[src/hw/rtl/rpn_pkg.sv]
// ----------------------------------------------------------------------------
// RPN evaluator package
// Shared types, constants and helper functions for the RPN evaluator.
// ----------------------------------------------------------------------------
package rpn_pkg;

    localparam int STACK_DEPTH         = 128;
    localparam int MAX_FRACTION_DIGITS = 8;
    localparam int PTR_W               = $clog2(STACK_DEPTH);
    localparam int CNT_W               = $clog2(STACK_DEPTH + 1);
    localparam int VAL_W               = 48;
    localparam int FD_W                = 4;

    localparam logic [7:0] CH_PLUS  = 8'h2B;
    localparam logic [7:0] CH_TIMES = 8'h78;
    localparam logic [7:0] CH_MINUS = 8'h2D;
    localparam logic [7:0] CH_POINT = 8'h2E;
    localparam logic [7:0] CH_ZERO  = 8'h30;
    localparam logic [7:0] CH_NINE  = 8'h39;

    localparam logic [31:0] INT_LIMIT = 32'h7FFF_FFFF;

    typedef enum logic [1:0] {
        ST_OK        = 2'd0,
        ST_BAD_NUM   = 2'd1,
        ST_UNDERFLOW = 2'd2,
        ST_OVERFLOW  = 2'd3
    } status_t;

    typedef enum logic [1:0] {
        OP_ADD = 2'd0,
        OP_SUB = 2'd1,
        OP_MUL = 2'd2
    } op_t;

    typedef enum logic [1:0] {
        KIND_IDLE = 2'd0,
        KIND_OP   = 2'd1,
        KIND_NUM  = 2'd2
    } kind_t;

    typedef enum logic [2:0] {
        EX_IDLE,
        EX_READ,
        EX_WAIT,
        EX_CALC,
        EX_MUL,
        EX_DIV,
        EX_DONE
    } ex_state_t;

    typedef struct packed {
        logic [7:0] character;
        logic       end_of_token;
        logic       end_of_expression;
    } in_word_t;

    typedef struct packed {
        logic signed [47:0] top_value;
        logic [7:0]         stack_depth;
        logic [1:0]         status;
        logic               expression_done;
    } out_word_t;

    // One finished token as handed from the parser to the execution unit.
    typedef struct packed {
        logic          is_op;
        op_t           op;
        logic          bad;
        logic [31:0]   int_part;
        logic [31:0]   frac_digits;
        logic [FD_W-1:0] frac_count;
        logic          eox;
    } token_t;

    function automatic logic [31:0] pow_ten(input logic [FD_W-1:0] k);
        logic [31:0] r;
        begin
            case (k)
                4'd0:    r = 32'd1;
                4'd1:    r = 32'd10;
                4'd2:    r = 32'd100;
                4'd3:    r = 32'd1000;
                4'd4:    r = 32'd10000;
                4'd5:    r = 32'd100000;
                4'd6:    r = 32'd1000000;
                4'd7:    r = 32'd10000000;
                4'd8:    r = 32'd100000000;
                default: r = 32'd1000000000;
            endcase
            return r;
        end
    endfunction

endpackage

[src/hw/rtl/rpn_queue.sv]
// ----------------------------------------------------------------------------
// RPN token queue
// Two-entry queue that decouples the parser from the execution unit.
// ----------------------------------------------------------------------------
module rpn_queue (
    input  logic            clk,
    input  logic            rst_n,
    input  rpn_pkg::token_t wr_tok,
    input  logic            wr_valid,
    output logic            wr_ready,
    output rpn_pkg::token_t rd_tok,
    output logic            rd_valid,
    input  logic            rd_ready
);

    rpn_pkg::token_t slot_reg [2];
    logic            wp_reg, rp_reg;
    logic [1:0]      cnt_reg;
    logic            wr_en, rd_en;

    assign wr_ready = (cnt_reg != 2'd2);
    assign rd_valid = (cnt_reg != 2'd0);
    assign rd_tok   = slot_reg[rp_reg];
    assign wr_en    = wr_valid && wr_ready;
    assign rd_en    = rd_valid && rd_ready;

    always_ff @(posedge clk)
    begin
        if (wr_en) begin
            slot_reg[wp_reg] <= wr_tok;
        end
    end

    always_ff @(posedge clk or negedge rst_n)
    begin
        if (!rst_n) begin
            wp_reg  <= 1'b0;
            rp_reg  <= 1'b0;
            cnt_reg <= 2'd0;
        end else begin
            if (wr_en) wp_reg <= ~wp_reg;
            if (rd_en) rp_reg <= ~rp_reg;
            cnt_reg <= cnt_reg + {1'b0, wr_en} - {1'b0, rd_en};
        end
    end

`ifndef SYNTHESIS
    a_cnt_range: assert property (@(posedge clk) disable iff (!rst_n)
        cnt_reg != 2'd3)
        else $error("queue count out of range");
    a_ptr_match: assert property (@(posedge clk) disable iff (!rst_n)
        (cnt_reg == 2'd0 || cnt_reg == 2'd2) |-> wp_reg == rp_reg)
        else $error("queue pointers inconsistent with count");
    a_full_stall: assert property (@(posedge clk) disable iff (!rst_n)
        cnt_reg == 2'd2 |=> cnt_reg != 2'd0)
        else $error("queue drained too fast");
`endif

endmodule

[config.mk]
export PLATFORM = sky130hd
export DESIGN_NAME = rpn_queue
export DESIGN_NICKNAME = d
export VERILOG_FILES = /design/src/hw/rtl/rpn_pkg.sv /design/src/hw/rtl/rpn_queue.sv
export SDC_FILE = /design/constraint.sdc
export NUM_CORES = 1
export LEC_CHECK = 0
export BUFFER_PORTS_ARGS = -buffer_cell sky130_fd_sc_hd__buf_4
export CORE_ASPECT_RATIO = 1.2
export CORE_MARGIN = 5
export CORE_UTILIZATION = 52
export DETAILED_ROUTE_END_ITERATION = 8
export PLACE_DENSITY = 0.79
export SETUP_SLACK_MARGIN = 0.4
export SLEW_MARGIN = 20
export SYNTH_ARGS = -nofsm -noshare
export SYNTH_HDL_FRONTEND = slang
export SYNTH_SLANG_ARGS = --single-unit
[constraint.sdc]
create_clock -name clk -period 5.7 [get_ports clk]
set_input_delay 0.57 -clock clk [delete_from_list [all_inputs] [get_ports clk]]
set_output_delay 0.57 -clock clk [all_outputs]
set_load 0.02 [all_outputs]
==> results.json <==
{
  "clock_latency_ns": 0.40,
  "hold_viol_final": 0,
  "dr.pass1.iters": 4,
  "tightest_slew_ns": 1.00,
  "grt_overflow": 0,
  "power_density_nw_per_um2": 547,
  "yosys-top-cells-area": "edfxtp_1 77%, mux2_4 16%, mux2_2 2.6%, dfrtp_1 1.8%, buf_6 1.4%",
  "clock-sinks": 150,
  "wl_um": 9940,
  "synth_compound_area_share_pct": 0,
  "fin_crit_ns": 3.10,
  "ys_ff_latch": 150,
  "crit_family": "flip-flops",
  "cp_cell_sequence": "buf_4 -> mux2_2 -> buf_4",
  "via_count": 2761,
  "cts_buffers": 17,
  "status": "completed",
  "synthSimpleGateAreaFrac_pct": 0.613,
  "path_buf_inv": 2,
  "whs_ns": 0.350,
  "worst_slack_ns": 2.60,
  "routedWlPerCell_um": 18.0,
  "post_cts_buffers": 0,
  "slew_headroom_pct": 33.3,
  "yosysWarningCount": 0,
  "grt_pass1_vias": 3032,
  "fin_setup_tns_ns": 0,
  "stdcell_count": 553,
  "ios": 152,
  "root_buffer": "clkbuf_16",
  "crit_top_cell": "buf_4",
  "slowest_delay_ns": 0.89,
  "critical_path_arrival_ns": 2.53,
  "critical_path_class": "reg -> out",
  "pwr-share-clk_pct": 24.8,
  "htreeDepth": 4,
  "synth_nets": 323,
  "end_kind": "primary output",
  "p_int_uw": 2870,
  "syn_inst": 244,
  "drt_iter0_drc": 75,
  "holdBufCountCts": 1,
  "place_ws_ns": 2.98,
  "die_h_um": 125,
  "dp_cells": 521,
  "grt_usage_pct": 15.6,
  "fmax_ghz": 0.323,
  "row_count": 42,
  "initial_utilization_pct": 52.5,
  "synth_top_family_by_area": "multiplexers",
  "setup_viol": 0,
  "synth_top_area_cell": "edfxtp_1",
  "grt_max_degree": 74,
  "viasPerCell": 4.99,
  "comb_power_share_pct": 35.0,
  "cts.repair.resized": 0,
  "peakVddDrop_mv": 0.267,
  "slew_violations": 0,
  "globalplace.congestion": 0.689,
  "p_seq_share_pct": 40.2,
  "route.detailed.drc": 0,
  "diodes": 0,
  "nets": 488,
  "antenna_found_initial": 0,
  "yosysTopAreaCellShare_pct": 76.7,
  "die-area_um2": 13200,
  "synth.area.mux_share_pct": 18.3,
  "cts_tree": "yes",
  "max_cap_violations": 0,
  "fin_worst_skew_ns": 0.00500,
  "postRouteAntennaNets": 0,
  "hold_path.class": "in -> reg",
  "die_w_um": 106,
  "drive_gt1_share_pct": 60.6,
  "syn_to_final_growth_pct": 31.6,
  "synth-adder-area-share_pct": 0.438,
  "crit_required_ns": 5.13,
  "grt_pass1_wl_um": 15400,
  "syn_area_um2": 5710,
  "p_leak_uw": 0.00300,
  "ys_types": 16,
  "p_switching_uw": 1240,
  "p_total_uw": 4110,
  "start_kind": "flip-flop",
  "path_max_fanout": 41,
  "clk_path_buf_depth": 2,
  "largest_register_ffs": 146,
  "rsz0062_at_grt": "no",
  "ys_seq_area_share_pct": 78.5,
  "core-area_um2": 10900,
  "syn_area_per_cell_um2": 23.4,
  "critPathSlowestCell": "dfrtp_4",
  "port_buffers": 151,
  "clkTransAtPathRegs_ns": 0.06,
  "synth_xor_area_share_pct": 0.613,
  "dpl.hpwl_um": 6640,
  "period_share_pct": 54.3,
  "swShare_pct": 30.1
}
## cell usage after synthesis, drive strengths merged
cell type and count:
inv 1, nand2b 1, buf 8, and3 1, edfxtp 146, dfrtp 4, nand2 1, and2 1
xor2 1, mux2 73, ha 2, nor2 1, xnor2 3, or2 1
## logic make-up (layout without fill, tap and decap cells)
group,Yosys count,after routing
DFF,150,150
muxes,73,73
buffers and inverters,9,186
and+or+nand+nor,6,6
xor gates and xnor gates,4,4
adders and majority gates,2,2
## cell usage in the layout, fill, tap and decap left out, types with 3 or more instances in the layout
cell         n
buf_4      153
clkinv_1     3
clkbuf_1     3
mux2_2      13
edfxtp_1   146
xnor2_1      3
dfrtp_1      3
mux2_4      60
clkinv_2     3
clkbuf_16   17
## through the flow
step / util (%) / cell area (um^2)
3_3_place_gp: 64.0 / 6960
4_1_cts: 69.1 / 7520
3_5_place_dp: 64.0 / 6960
2_1_floorplan: - / 5710
6_report: 69.1 / 7520
5_1_grt: 69.1 / 7520
## power groups by stage
stage	registers [uW]	logic, uW	clock network, uW
6_report	1650	1440	1020
5_1_grt	1680	1520	1100
4_1_cts	1660	1470	1040
3_5_place_dp	1680	1460	0
3_3_place_gp	1660	1440	0
2_1_floorplan	1600	1040	0
## layout make-up
type,instances,area [um^2]
fill,723,3360
sequential,150,4490
clock buffer,20,437
clock inverter,11,110
inverter,1,3.75
tap,132,165
multi-input combinational,85,1150
timing repair buffer,154,1160
## metal layers
metal | track usage (%) | wire length (um) | vias up
li1 | - | - | 1295
met1 | 16.4 | 3570 | 1350
met2 | 27.7 | 5460 | 101
met3 | 5.39 | 740 | 15
met4 | 7.01 | 179 | 0
met5 | 0 | 0 | -
## final timing paths
| path | from | to | slack [ns] | depth (start not counted) |
|---|---|---|---|---|
| max in group asynchronous | rst_n | rp_reg$_DFFE_PN0P_ | 5.06 | 2 |
| min in group asynchronous | rst_n | cnt_reg[0]$_DFF_PN0_ | 0.53 | 2 |
| min | wr_tok[25] | slot_reg[1][25]$_DFFE_PP_ | 0.35 | 1 |
| min reg2reg | cnt_reg[0]$_DFF_PN0_ | cnt_reg[0]$_DFF_PN0_ | 0.52 | 1 |
| max reg2reg | cnt_reg[1]$_DFF_PN0_ | slot_reg[0][71]$_DFFE_PP_ | 3.25 | 4 |
| max | rp_reg$_DFFE_PN0P_ | rd_tok[1] | 2.60 | 3 |
Power figures use the tool's default switching activity.
