[config.mk]
export PLATFORM = sky130hd
export DESIGN_NAME = rpn_parser
export DESIGN_NICKNAME = d
export VERILOG_FILES = /design/src/hw/rtl/rpn_pkg.sv /design/src/hw/rtl/rpn_parser.sv
export SDC_FILE = /design/constraint.sdc
export NUM_CORES = 1
export LEC_CHECK = 0
export BUFFER_PORTS_ARGS = -buffer_cell sky130_fd_sc_hd__buf_2
export CAP_MARGIN = 20
export CORE_UTILIZATION = 30
export CTS_CLUSTER_SIZE = 30
export DETAILED_ROUTE_END_ITERATION = 7
export PLACE_DENSITY = 0.57
export SLEW_MARGIN = 20
export SYNTH_ARGS = -nofsm -noshare
export SYNTH_HDL_FRONTEND = slang
export SYNTH_SLANG_ARGS = --single-unit
[constraint.sdc]
create_clock -name clk -period 5.3 [get_ports clk]
set_clock_uncertainty 0.1 [all_clocks]
set_input_delay 0.53 -clock clk [delete_from_list [all_inputs] [get_ports clk]]
set_output_delay 0.53 -clock clk [all_outputs]
set_load 0.01 [all_outputs]
[src/hw/rtl/rpn_pkg.sv]
// ----------------------------------------------------------------------------
// RPN evaluator package
// Shared types, constants and helper functions for the RPN evaluator.
// ----------------------------------------------------------------------------
package rpn_pkg;

    localparam int STACK_DEPTH         = 128;
    localparam int MAX_FRACTION_DIGITS = 8;
    localparam int PTR_W               = $clog2(STACK_DEPTH);
    localparam int CNT_W               = $clog2(STACK_DEPTH + 1);
    localparam int VAL_W               = 48;
    localparam int FD_W                = 4;

    localparam logic [7:0] CH_PLUS  = 8'h2B;
    localparam logic [7:0] CH_TIMES = 8'h78;
    localparam logic [7:0] CH_MINUS = 8'h2D;
    localparam logic [7:0] CH_POINT = 8'h2E;
    localparam logic [7:0] CH_ZERO  = 8'h30;
    localparam logic [7:0] CH_NINE  = 8'h39;

    localparam logic [31:0] INT_LIMIT = 32'h7FFF_FFFF;

    typedef enum logic [1:0] {
        ST_OK        = 2'd0,
        ST_BAD_NUM   = 2'd1,
        ST_UNDERFLOW = 2'd2,
        ST_OVERFLOW  = 2'd3
    } status_t;

    typedef enum logic [1:0] {
        OP_ADD = 2'd0,
        OP_SUB = 2'd1,
        OP_MUL = 2'd2
    } op_t;

    typedef enum logic [1:0] {
        KIND_IDLE = 2'd0,
        KIND_OP   = 2'd1,
        KIND_NUM  = 2'd2
    } kind_t;

    typedef enum logic [2:0] {
        EX_IDLE,
        EX_READ,
        EX_WAIT,
        EX_CALC,
        EX_MUL,
        EX_DIV,
        EX_DONE
    } ex_state_t;

    typedef struct packed {
        logic [7:0] character;
        logic       end_of_token;
        logic       end_of_expression;
    } in_word_t;

    typedef struct packed {
        logic signed [47:0] top_value;
        logic [7:0]         stack_depth;
        logic [1:0]         status;
        logic               expression_done;
    } out_word_t;

    // One finished token as handed from the parser to the execution unit.
    typedef struct packed {
        logic          is_op;
        op_t           op;
        logic          bad;
        logic [31:0]   int_part;
        logic [31:0]   frac_digits;
        logic [FD_W-1:0] frac_count;
        logic          eox;
    } token_t;

    function automatic logic [31:0] pow_ten(input logic [FD_W-1:0] k);
        logic [31:0] r;
        begin
            case (k)
                4'd0:    r = 32'd1;
                4'd1:    r = 32'd10;
                4'd2:    r = 32'd100;
                4'd3:    r = 32'd1000;
                4'd4:    r = 32'd10000;
                4'd5:    r = 32'd100000;
                4'd6:    r = 32'd1000000;
                4'd7:    r = 32'd10000000;
                4'd8:    r = 32'd100000000;
                default: r = 32'd1000000000;
            endcase
            return r;
        end
    endfunction

endpackage

[src/hw/rtl/rpn_parser.sv]
// ----------------------------------------------------------------------------
// RPN token parser
// Accepts characters, accumulates one token and emits it when it ends.
// ----------------------------------------------------------------------------
module rpn_parser (
    input  logic              clk,
    input  logic              rst_n,
    input  rpn_pkg::in_word_t in_word,
    input  logic              in_valid,
    output logic              in_ready,
    output rpn_pkg::token_t   tok,
    output logic              tok_valid,
    input  logic              tok_ready
);

    rpn_pkg::kind_t          kind_reg, kind_next;
    rpn_pkg::op_t            op_reg, op_next;
    logic                    point_reg, point_next;
    logic                    err_reg, err_next;
    logic [31:0]             int_reg, int_next;
    logic [31:0]             frac_reg, frac_next;
    logic [rpn_pkg::FD_W-1:0] fcnt_reg, fcnt_next;
    logic                    is_digit;
    logic [3:0]              digit;
    logic [35:0]             int_x10;
    logic [35:0]             frac_x10;
    logic                    eot;
    logic                    accept;
    logic                    number_char;
    rpn_pkg::token_t         tok_next;

    // The token can only be completed when the queue has room.
    assign in_ready = tok_ready;
    assign accept   = in_valid && in_ready;
    assign eot      = in_word.end_of_token || in_word.end_of_expression;
    assign is_digit = (in_word.character >= rpn_pkg::CH_ZERO) &&
                      (in_word.character <= rpn_pkg::CH_NINE);
    assign digit    = in_word.character[3:0] - rpn_pkg::CH_ZERO[3:0];
    assign int_x10  = {4'd0, int_reg} * 36'd10 + {32'd0, digit};
    assign frac_x10 = {4'd0, frac_reg} * 36'd10 + {32'd0, digit};

    always_comb
    begin
        kind_next   = kind_reg;
        op_next     = op_reg;
        point_next  = point_reg;
        err_next    = err_reg;
        int_next    = int_reg;
        frac_next   = frac_reg;
        fcnt_next   = fcnt_reg;
        number_char = 1'b0;
        if (kind_reg == rpn_pkg::KIND_IDLE) begin
            if (in_word.character == rpn_pkg::CH_PLUS) begin
                kind_next = rpn_pkg::KIND_OP;
                op_next   = rpn_pkg::OP_ADD;
            end else if (in_word.character == rpn_pkg::CH_TIMES) begin
                kind_next = rpn_pkg::KIND_OP;
                op_next   = rpn_pkg::OP_MUL;
            end else if (in_word.character == rpn_pkg::CH_MINUS) begin
                kind_next = rpn_pkg::KIND_OP;
                op_next   = rpn_pkg::OP_SUB;
            end else begin
                kind_next   = rpn_pkg::KIND_NUM;
                number_char = 1'b1;
            end
        end else if (kind_reg == rpn_pkg::KIND_NUM) begin
            number_char = 1'b1;
        end
        if (number_char) begin
            if (is_digit) begin
                if (!point_reg) begin
                    if (int_x10 > {4'd0, rpn_pkg::INT_LIMIT}) begin
                        int_next = rpn_pkg::INT_LIMIT;
                    end else begin
                        int_next = int_x10[31:0];
                    end
                end else if ((32'(fcnt_reg) < 32'(rpn_pkg::MAX_FRACTION_DIGITS)) &&
                             (fcnt_reg < rpn_pkg::FD_W'(9))) begin
                    frac_next = frac_x10[31:0];
                    fcnt_next = fcnt_reg + rpn_pkg::FD_W'(1);
                end
            end else if (in_word.character == rpn_pkg::CH_POINT && !point_reg) begin
                point_next = 1'b1;
            end else begin
                err_next = 1'b1;
            end
        end
        tok_next.is_op       = (kind_next == rpn_pkg::KIND_OP);
        tok_next.op          = op_next;
        tok_next.bad         = err_next;
        tok_next.int_part    = int_next;
        tok_next.frac_digits = frac_next;
        tok_next.frac_count  = fcnt_next;
        tok_next.eox         = in_word.end_of_expression;
    end

    assign tok       = tok_next;
    assign tok_valid = in_valid && eot;

    always_ff @(posedge clk or negedge rst_n)
    begin
        if (!rst_n) begin
            kind_reg  <= rpn_pkg::KIND_IDLE;
            op_reg    <= rpn_pkg::OP_ADD;
            point_reg <= 1'b0;
            err_reg   <= 1'b0;
            int_reg   <= '0;
            frac_reg  <= '0;
            fcnt_reg  <= '0;
        end else if (accept) begin
            if (eot) begin
                kind_reg  <= rpn_pkg::KIND_IDLE;
                op_reg    <= rpn_pkg::OP_ADD;
                point_reg <= 1'b0;
                err_reg   <= 1'b0;
                int_reg   <= '0;
                frac_reg  <= '0;
                fcnt_reg  <= '0;
            end else begin
                kind_reg  <= kind_next;
                op_reg    <= op_next;
                point_reg <= point_next;
                err_reg   <= err_next;
                int_reg   <= int_next;
                frac_reg  <= frac_next;
                fcnt_reg  <= fcnt_next;
            end
        end
    end

`ifndef SYNTHESIS
    a_int_limit: assert property (@(posedge clk) disable iff (!rst_n)
        !int_reg[31])
        else $error("integer accumulator exceeded limit");
    a_fcnt_limit: assert property (@(posedge clk) disable iff (!rst_n)
        32'(fcnt_reg) <= rpn_pkg::MAX_FRACTION_DIGITS)
        else $error("fraction digit count exceeded limit");
    a_op_clean: assert property (@(posedge clk) disable iff (!rst_n)
        kind_reg == rpn_pkg::KIND_OP |-> !point_reg && !err_reg)
        else $error("operator token carries number state");
`endif

endmodule

==> summary.txt <==
Critical path
  – R2r setup slk: slightly above 0.7 ns
  – Worst-case reg-to-reg path depth: 16
  – Arr. time, crit path: 4.49 ns
  – Worst R2R Start: int_reg[3]
  – Critical Path Start Type: flop
  – Crit path max fanout: 15
  – Setup CP Type: reg2out
  – CP Capture Type: primary output
  – Worst Path Required: approximately 4.7 ns
  – Critical R2R Capture: int_reg[8]

Placement
  – Number of buffers added on ports: a little under 90
  – GP Congestion: approximately 0.93
  – DP Wirelength: around 21000 µm

Final layout
  – Syn-to-layout area delta: 16.2%
  – ANT cells: 0
  – Post-layout net count: roughly 1400
  – Layout cells sized above 1: roughly 18%
  – Filler cell count: 3198

Logic synthesis
  – Ys Warns: 0
  – Syn nets: about 1300
  – Post-synthesis sequential area ratio: 19.6%
  – Synth top cells by count: ha_1 (123), nand2_1 (106), o21ai_0 (85), nor2_1 (83), a21oi_1 (80)
  – Synth Register Bits: 74
  – Top cells by area, synth: dfrtp_1 (20%), ha_1 (16%), xnor2_1 (5.8%)
  – Post-Syn Area: ~9500 µm²
  – Post-synth top area cell: dfrtp_1
  – Ys async rst share: 100%
  – Synth cell types: just under 90
  – Synth Flop Type: dfrtp_1
  – Most numerous cell in the Yosys netlist: ha_1
  – Synth top area share: about a fifth
  – Number of synthesized flops with an enable pin: 0
  – Mapped Cells: ~1200
  – Avg Inst Size Synth: about 8.2 µm²

Floorplanning
  – Starting Density: between 30% and 40%
  – Die Ht: around 180 µm
  – Area of the core: between 30000 and 40000 µm²
  – Row Count: 64
  – Die area: approximately 32000 µm²
  – Ports: 89
  – Die X: ~180 µm

Clocking
  – Clock sink count: between 70 and 80
  – Clock Latency Late Sink: approximately 0.36 ns
  – Clock tree buffer depth: 2
  – CTS tree: built
  – # H-tree levels: 3
  – Clock transition at the registers of the reported paths: around 0.07 ns
  – CTS root buffer: clkbuf_16
  – CTS buffer count: 9

Run
  – Max Cap Viol: 0

Timing
  – Hold slack final: about 0.12 ns
  – Setup-failing EPs final: 0
  – Worst Tran Pin Value: ~0.9 ns
  – Fin crit period: a little over 5 ns
  – Fin Setup TNS: 0 ns
  – Slew Viols, Final: 0
  – Relative slew slack: 40.9%
  – Fmax: slightly below 0.2 GHz
  – Final hold viol count: 0
  – RSZ-0062 raised after global routing: yes
  – Final period utilization: between 90 and 100%

Route
  – Via count: between 8000 and 9000
  – 1st-pass router iterations: 7
  – Post-route ant nets: 0
  – DR iter-0 viols: 445
  – DRC: 0
  – WL/cell: ~17 µm
  – Final WL: about 28000 µm
  – Avg Vias per Cell: between 5 and 6

GRT
  – Number of global-route vias before repair: around 9000
  – Initial antenna violation count: 0
  – First-pass GRT wire length: about 46000 µm
  – Pin count of the biggest net entering global routing: 75
  – Gr usage total: around 17%
  – GRT Residual Overflow: 0

Pwr
  – Power Total: between 1.5 and 2 mW
  – Worst vdd ir: ~0.13 mV
  – Static leakage: 5.28 nW
  – PwrDens: 141 nW/µm²

Outcome
  – Run status: completed

Worst hold path
  – Worst hold path type: in2async
## how the worst max path moves through the flow
stage	from	end	slack (ns)	cells after the start
after floorplan	int_reg[1]	tok[37]	0.81	16
after global placement	int_reg[1]	tok[64]	0.29	17
after detailed placement	int_reg[1]	tok[63]	0.23	17
after CTS	int_reg[1]	tok[63]	0.02	18
after global routing	int_reg[3]	tok[63]	-0.02	15
final	int_reg[3]	tok[55]	0.18	19
## layer usage
| layer | part of all wire, % | vias to the layer above | global-route usage (%) |
|---|---|---|---|
| met5 | 0 | - | 0 |
| met4 | 2.7 | 0 | 6.34 |
| met3 | 3.3 | 40 | 2.07 |
| met1 | 46 | 4335 | 22.2 |
| li1 | - | 4448 | - |
| met2 | 48 | 169 | 30.2 |
## metrics by stage
stage / worst slack, ns / utilization, % / cells / instance area, µm²
final: 0.180 / 35.7 / 1638 / 11000
after global routing: -0.0228 / 35.7 / 1638 / 11000
after CTS: 0.0173 / 34.7 / 1621 / 10700
after detailed placement: 0.234 / 33.4 / 1603 / 10300
after global placement: 0.293 / 33.4 / 1603 / 10300
after floorplan: 0.810 / - / 1158 / 9470
## cell type report
type | count | area [µm²] | share of cell area, %
Timing Repair Buffer | 125 | 779 | 7.08
Inverter | 28 | 105 | 0.955
Tap cell | 396 | 495 | 4.50
Clock inverter | 4 | 48.8 | 0.443
Clock buffer | 12 | 256 | 2.33
Sequential cell | 74 | 1850 | 16.8
Multi-Input combinational cell | 999 | 7470 | 67.8
## report_power, final
group          switching [mW]  internal, mW
clock network           0.277         0.391
registers              0.0147         0.576
logic                   0.183         0.110
## critical path: stages (launching register included)
cell and delay [ns]:
dfrtp_1 0.45, ha_4 0.31, ha_4 0.15, inv_1 0.05
fa_1 0.40, nand2b_4 0.20, a21oi_4 0.24, nor3_1 0.12
a311oi_2 0.31, buf_4 0.17, nand2_1 0.06, nor4_1 0.25
buf_4 0.17, and2_1 0.19, a41oi_2 0.16, o21a_2 0.25
buf_4 0.17, clkbuf_16 0.18, a31oi_1 0.17, buf_2 0.15
## placed cells by master (no fill, tap or decap), types with 7 or more instances in the layout
cell	netlist	final
ha_1	123	117
nand2_1	106	106
buf_2	9	87
nor2_1	83	83
o21ai_0	85	83
a21oi_1	80	78
dfrtp_1	74	73
xnor2_1	63	62
a31oi_1	42	42
xor2_1	38	37
a22o_1	34	34
buf_4	7	33
and3_1	31	31
inv_1	28	28
a21o_1	23	23
nand3_1	21	21
and2_1	20	19
nand4_1	17	17
o21a_1	16	15
nor3_1	18	15
nor2b_1	12	11
a211oi_1	13	10
nand2b_1	11	10
clkbuf_16	0	10
o21ai_1	7	8
o211ai_1	8	8
or3_1	8	8
or2_2	7	7
o31ai_1	7	7
mux2_2	7	7
## what timing repair did
| action | in CTS | in global routing |
|---|---|---|
| pin swaps | 3 | 17 |
| resized for setup | 13 | 32 |
| hold buffers | 0 | 0 |
| setup endpoints to repair | 31 | 38 |
| gates cloned | 0 | 1 |
| endpoints found under the hold margin | 0 | 0 |
| buffers inserted | 2 | 16 |
## cell families (layout without fill, tap and decap cells)
| kind of cell | count (synthesis) | after routing | synth area share [%] |
|---|---|---|---|
| adder cells (fa/ha/maj) | 127 | 127 | 17.1 |
| AND/OR/NAND/NOR | 384 | 384 | 21.4 |
| XOR/XNOR | 102 | 102 | 9.51 |
| multiplexers | 10 | 10 | 1.19 |
| AO/OA/AOI/OAI | 376 | 376 | 27.0 |
| buffers and inverters | 85 | 169 | 4.24 |
| flip-flops | 74 | 74 | 19.6 |
(Power assumes the default switching activity.)
